### config.mk
export PLATFORM = sky130hd
export DESIGN_NAME = tir_div
export DESIGN_NICKNAME = d
export VERILOG_FILES = /design/src/hdl/tir_pkg.sv /design/src/hdl/tir_div.sv
export SDC_FILE = /design/constraint.sdc
export NUM_CORES = 1
export LEC_CHECK = 0
export BUFFER_PORTS_ARGS = -buffer_cell sky130_fd_sc_hd__buf_2
export CAP_MARGIN = 20
export CORE_ASPECT_RATIO = 0.7
export CORE_UTILIZATION = 58
export CTS_CLUSTER_SIZE = 30
export DETAILED_ROUTE_END_ITERATION = 10
export PLACE_DENSITY = 0.82
export SYNTH_ARGS = -nofsm -noshare
export SYNTH_HDL_FRONTEND = slang
export SYNTH_SLANG_ARGS = --single-unit
### constraint.sdc
create_clock -name clk -period 4.7 [get_ports clk]
set_clock_uncertainty 0.15 [all_clocks]
set_input_delay 0.705 -clock clk [delete_from_list [all_inputs] [get_ports clk]]
set_output_delay 0.705 -clock clk [all_outputs]
set_load 0.005 [all_outputs]
### src/hdl/tir_pkg.sv
package tir_pkg;

  localparam int TIR_TABLE_POINTS = 50;
  localparam int E_W    = 32;
  localparam int F_W    = 48;
  localparam int X_W    = 42;
  localparam int IDX_W  = 6;
  localparam int ATT_W  = 17;
  localparam int Q_BITS = 16;
  localparam int QCNT_W = $clog2(Q_BITS);

  localparam logic [ATT_W-1:0] ONE_Q16 = ATT_W'(65536);

  localparam logic FUNC_LOAD  = 1'b0;
  localparam logic FUNC_QUERY = 1'b1;

  typedef struct packed {
    logic           go;
    logic [F_W-1:0] num;
    logic [F_W-1:0] den;
  } tir_div_req_t;

  typedef struct packed {
    logic              done;
    logic [Q_BITS-1:0] quo;
  } tir_div_rsp_t;

  // TeV to GeV: e * 1000 = e*1024 - e*16 - e*8
  function automatic logic [X_W-1:0] times_1000(input logic [E_W-1:0] e);
    logic [X_W-1:0] w;
    w = {e, 10'd0} - {6'd0, e, 4'd0} - {7'd0, e, 3'd0};
    return w;
  endfunction

endpackage

### src/hdl/tir_div.sv
module tir_div
  import tir_pkg::*;
(
  input  logic         clk,
  input  logic         rst_n,
  input  tir_div_req_t req,
  output tir_div_rsp_t rsp
);

  logic              run_r, run_nxt;
  logic              done_r, done_nxt;
  logic [QCNT_W-1:0] cnt_r, cnt_nxt;
  logic [F_W-1:0]    rem_r, rem_nxt;
  logic [F_W-1:0]    den_r, den_nxt;
  logic [Q_BITS-1:0] quo_r, quo_nxt;
  logic [F_W:0]      sh;
  logic [F_W:0]      diff;

  // remainder stays below the divisor, so one shifted bit never overflows
  assign sh   = {rem_r, 1'b0};
  assign diff = sh - {1'b0, den_r};

  always_comb begin
    run_nxt  = run_r;
    done_nxt = 1'b0;
    cnt_nxt  = cnt_r;
    rem_nxt  = rem_r;
    den_nxt  = den_r;
    quo_nxt  = quo_r;
    if (req.go) begin
      run_nxt = 1'b1;
      cnt_nxt = '0;
      rem_nxt = req.num;
      den_nxt = req.den;
      quo_nxt = '0;
    end else if (run_r) begin
      if (sh >= {1'b0, den_r}) begin
        rem_nxt = diff[F_W-1:0];
        quo_nxt = {quo_r[Q_BITS-2:0], 1'b1};
      end else begin
        rem_nxt = sh[F_W-1:0];
        quo_nxt = {quo_r[Q_BITS-2:0], 1'b0};
      end
      cnt_nxt = cnt_r + 1'b1;
      if (cnt_r == QCNT_W'(Q_BITS - 1)) begin
        run_nxt  = 1'b0;
        done_nxt = 1'b1;
      end
    end
  end

  always_ff @(posedge clk) begin
    if (!rst_n) begin
      run_r  <= 1'b0;
      done_r <= 1'b0;
    end else begin
      run_r  <= run_nxt;
      done_r <= done_nxt;
    end
  end

  always_ff @(posedge clk) begin
    cnt_r <= cnt_nxt;
    rem_r <= rem_nxt;
    den_r <= den_nxt;
    quo_r <= quo_nxt;
  end

  assign rsp.done = done_r;
  assign rsp.quo  = quo_r;

endmodule

# Word level (Yosys, flattened, before mapping)
# Index checks and enable logic that the tools add are counted.
# totals
ff_bits	118
elab_cells	22
out_inout_bits	17
# classes
eq_ne	1
n_reduce_logical	2
n_bitwise	2
addsub	2
n_lt_le_gt_ge	1
n_mux	8
# op_table
op	count
two-way mux 48 bit	3
>= comparator 49 x 48 -> 1 bit	1
subtractor 48 bit	1
two-way mux 1 bit	5
adder 4 x 1 -> 4 bit, second input constant	1
equality test 4 bit, second input constant	1
OR reduction 3 bit	1
NOT 1 bit	2
nonzero test 2 bit	1

# Longest topological paths before layout
# logic_depth
ltp_word	4
depth_mapped	15
mapped_depth_nobuf	11

# Worst setup path before layout
# Ideal clock, no wire load.
# synth_timing
path_kind	register to register
startpoint	register rem_r[14]
endpoint	register rem_r[22], data pin
path_stages_with_launch	13
period_less_slack_ns	3.276
slack_ns	1.424
arrival_time_ns	2.866
cell_sequence	edfxtp_1 > ha_1 > nand2_1 > or3_1 > and3_1 > a22oi_1 > nand3_1 > a31oi_1 > or2_1 > buf_6 > buf_6 > mux2_4 > mux2_2
# synth_between
elab_chain_cells	4
# synth_rtl
item	line_no	rtl
start, declared	tir_div.sv:13	logic [F_W-1:0] rem_r, rem_nxt;
start signal, assigned	tir_div.sv:64	rem_r <= rem_nxt;
subtractor 48 bit / >= comparator 49 x 48 -> 1 bit (equally long branches)	tir_div.sv:21, tir_div.sv:37	
two-way mux 48 bit (*)	tir_div.sv:37	if (sh >= {1'b0, den_r}) begin
two-way mux 48 bit (*)	tir_div.sv:36	end else if (run_r) begin
two-way mux 48 bit (*)	tir_div.sv:30	if (req.go) begin
net rem_nxt[22]	tir_div.sv:13	
# Mark *: on every way through the listed nets, which the timed path passes. The rest lies on a longest branch. The select of a mux whose other input is x is not followed.
# A chain may end at the register's enable or synchronous reset.

# Worst setup path after layout
# layout_timing
startpoint	register rem_r[15]
endpoint	register rem_r[4], data pin
# layout_between
elab_chain_cells	4
# layout_rtl
item	line_no
>= comparator 49 x 48 -> 1 bit	tir_div.sv:37
two-way mux 48 bit	tir_div.sv:37
two-way mux 48 bit	tir_div.sv:36
two-way mux 48 bit	tir_div.sv:30
net rem_nxt[4]	tir_div.sv:13
# The timed path passes the listed nets, and every way through them passes these cells. The select of a mux whose other input is x is not followed.

==> impl_metrics.py <==
metrics = {
    "pwr": {
        "total_power_mw": 5.19,
        "peakVddDrop_uv": 250,
        "power.density_mw_per_mm2": 565,
        "leakagePower_nw": 4.07,
    },
    "timing": {
        "fin_crit_sh_pct": 84.0,
        "setup_violations": 0,
        "min_period_ps": 3950,
        "fmax_mhz": 253,
        "final_max_slew_viol_count": 0,
        "worst-slew-pin-transition_ps": 888,
        "relSlewSlack_pct": 40.8,
        "grt_setup_unrepaired": "false",
        "hold_violations": 0,
        "finalSetupTns_ps": 0,
    },
    "setup_path": {
        "path_cells": "ha_1, nand2_1, or3_1, and3_1, a22oi_1, nand3_1, a31oi_1, or2_2, buf_12, mux2_2, mux2_2",
        "path_max_fanout": 34,
        "crit_top_cell": "mux2_2",
        "critPathSlowestCell": "or2_2",
        "crit_arrival_ps": 3970,
        "setup.worst_path.end_class": "register",
        "worstSetupPathType": "register to register",
        "cp.required_ps": 4720,
        "startpoint_type": "register",
        "max_stage_delay_ps": 440,
    },
    "synthesis": {
        "ys_ff_latch": 118,
        "synth_area_mm2": 0.00794,
        "yosysSeqAreaShare_pct": 41.8,
        "synthArstFlopShare_pct": 0,
        "avgSynthCellArea_um2": 10.0,
        "syn-num-nets": 941,
        "synth_ff_type": "edfxtp_1",
        "synth_area_leaders": "edfxtp_1 (36%), ha_1 (7.7%), dfxtp_1 (5.5%)",
        "synth_cells": 792,
        "synth_top_area_share_pct": 36.3,
        "synth_edf_count": 96,
        "synth_cell_type_count": 68,
        "yosys_warnings": 0,
        "synth_area_leader_cell": "edfxtp_1",
    },
    "min_path": {
        "worst_hold_path_type": "input pin to register",
    },
    "clock_tree": {
        "cts_tree": "done",
        "cts_inserted_buffers": 17,
        "cts_resized": 0,
        "clockBufferDepth": 2,
        "postCtsSetupBuffers": 0,
        "hold_buffers": 0,
        "path_clk_slew_ps": 60,
        "htree_levels": 4,
        "insertion_delay_ps": 420,
        "cts_sinks": 118,
        "cts_root_buffer": "clkbuf_16",
    },
    "detailed_routing": {
        "drt_first_iter_violations": 714,
        "viasPerCell": 5.95,
        "ant_nets": 0,
        "wire_per_inst_um": 17.2,
        "first_pass_iters": 5,
        "totalWireLength_um": 18900,
        "drc": 0,
        "num_vias": 6518,
    },
    "grt": {
        "grt_max_degree": 67,
        "grt_usage_pct": 27.5,
        "gr-total-overflow": 0,
        "antenna_found_initial": 0,
        "grt_pass1_wl_um": 30300,
        "grt_pass1_vias": 6044,
    },
    "finish": {
        "layout_commonest_cell": "buf_2",
        "fin_area_mm2": 0.00918,
        "mostFrequentLayoutCells": "buf_2 (114), edfxtp_1 (96), a21oi_1 (81)",
        "multiInputGateArea_mm2": 0.00420,
        "syn_to_final_growth_pct": 15.5,
        "num_antenna_cells": 0,
        "fillCellCount": 1014,
        "nets": 1046,
        "seq_area_mm2": 0.00332,
        "layout-drive-gt1-share_pct": 23.8,
    },
    "placement": {
        "hpwl_um": 13800,
        "gp_congestion": 0.964,
        "io_buffers": 115,
        "place_area_mm2": 0.00863,
    },
    "floorplanning": {
        "die_x_um": 142,
        "die_area_mm2": 0.0142,
        "rows": 35,
        "ios": 116,
        "core_area_mm2": 0.0133,
        "start_util_pct": 59.8,
        "fp.dieH_um": 99.9,
    },
    "job": {
        "drv_cap": 0,
    },
    "outcome": {
        "status": "finished, final reports clean",
    },
}
-- report_power, final --
part           switching, mW  leakage (nW)  internal, mW
clock network          0.500         0.280         0.706
logic                   1.35          2.66          1.14
registers              0.109          1.13          1.38
total                   1.96          4.07          3.23
-- through the flow --
stage	std cells	hold WS, ps	util (%)	worst slack, ps
2_1_floorplan	792	325	-	1420
3_3_place_gp	1063	332	65.0	949
3_5_place_dp	1063	342	65.0	862
4_1_cts	1095	293	69.1	841
5_1_grt	1095	290	69.1	630
6_report	1095	304	69.1	750
-- metal layers --
layer	part of all wire [%]	track usage, %
met4	1.1	6.87
met1	48	40.5
met3	8.6	7.30
met2	42	40.1
met5	0	0
-- path summary, 6_finish.rpt --
path	startpoint	end	slack [ps]	depth (start not counted)
hold / removal	req[36]	den_r[36]$_DFFE_PP_	300	1
setup reg to reg	rem_r[15]$_DFFE_PP_	rem_r[4]$_DFFE_PP_	750	11
hold reg to reg	quo_r[15]$_SDFFE_PP0P_	quo_r[15]$_SDFFE_PP0P_	360	2
setup / recovery	rem_r[15]$_DFFE_PP_	rem_r[4]$_DFFE_PP_	750	11
-- cell families after synthesis --
family                     after synthesis  share of synthesized area (%)
and+or+nand+nor                        216                           13.7
xor gates and xnor gates                40                           4.41
AOI/OAI and AO/OA                      201                           16.3
buffers and inverters                   97                           5.26
muxes                                   70                           10.5
adders and majority gates               50                           7.97
DFF                                    118                           41.8
-- synth_stat cells, drive strengths merged (6+ instances only) --
cell type / number
mux2: 52
clkbuf: 23
xor2: 19
nand3: 19
buf: 13
nor2: 54
edfxtp: 96
a211oi: 6
o21bai: 8
nand2: 50
o31ai: 8
nand4: 13
o21a: 6
nor4: 6
mux2i: 18
a21o: 30
and3: 11
nor3: 13
a221o: 6
dfxtp: 22
ha: 49
or3: 10
xnor2: 21
nor2b: 17
inv: 61
o21ai: 26
a21oi: 82
-- worst max-delay path: cells and delay by family (launching register included) --
| kind | cells | cell delay [ps] |
|---|---|---|
| DFF | 1 | 390 |
| muxes | 2 | 630 |
| buffers and inverters | 1 | 310 |
| and+or+nand+nor | 5 | 1260 |
| AOI/OAI and AO/OA | 2 | 550 |
| adders and majority gates | 1 | 390 |
-- layout make-up --
cell class	count	area share (%)
tap	185	2.52
sequential	118	36.2
clock inverter	14	1.06
inverter	61	2.50
clock buffer	18	4.91
timing repair buffer	122	7.01
multi-input combinational	577	45.8
-- state kept, by name, summed over array words and instances, names as in the netlist --
| register | count |
|---|---|
| done_r | 1 |
| quo_r | 16 |
| run_r | 1 |
| rem_r | 48 |
| cnt_r | 4 |
| den_r | 48 |
Note: power is estimated with default switching activity, not from simulation.
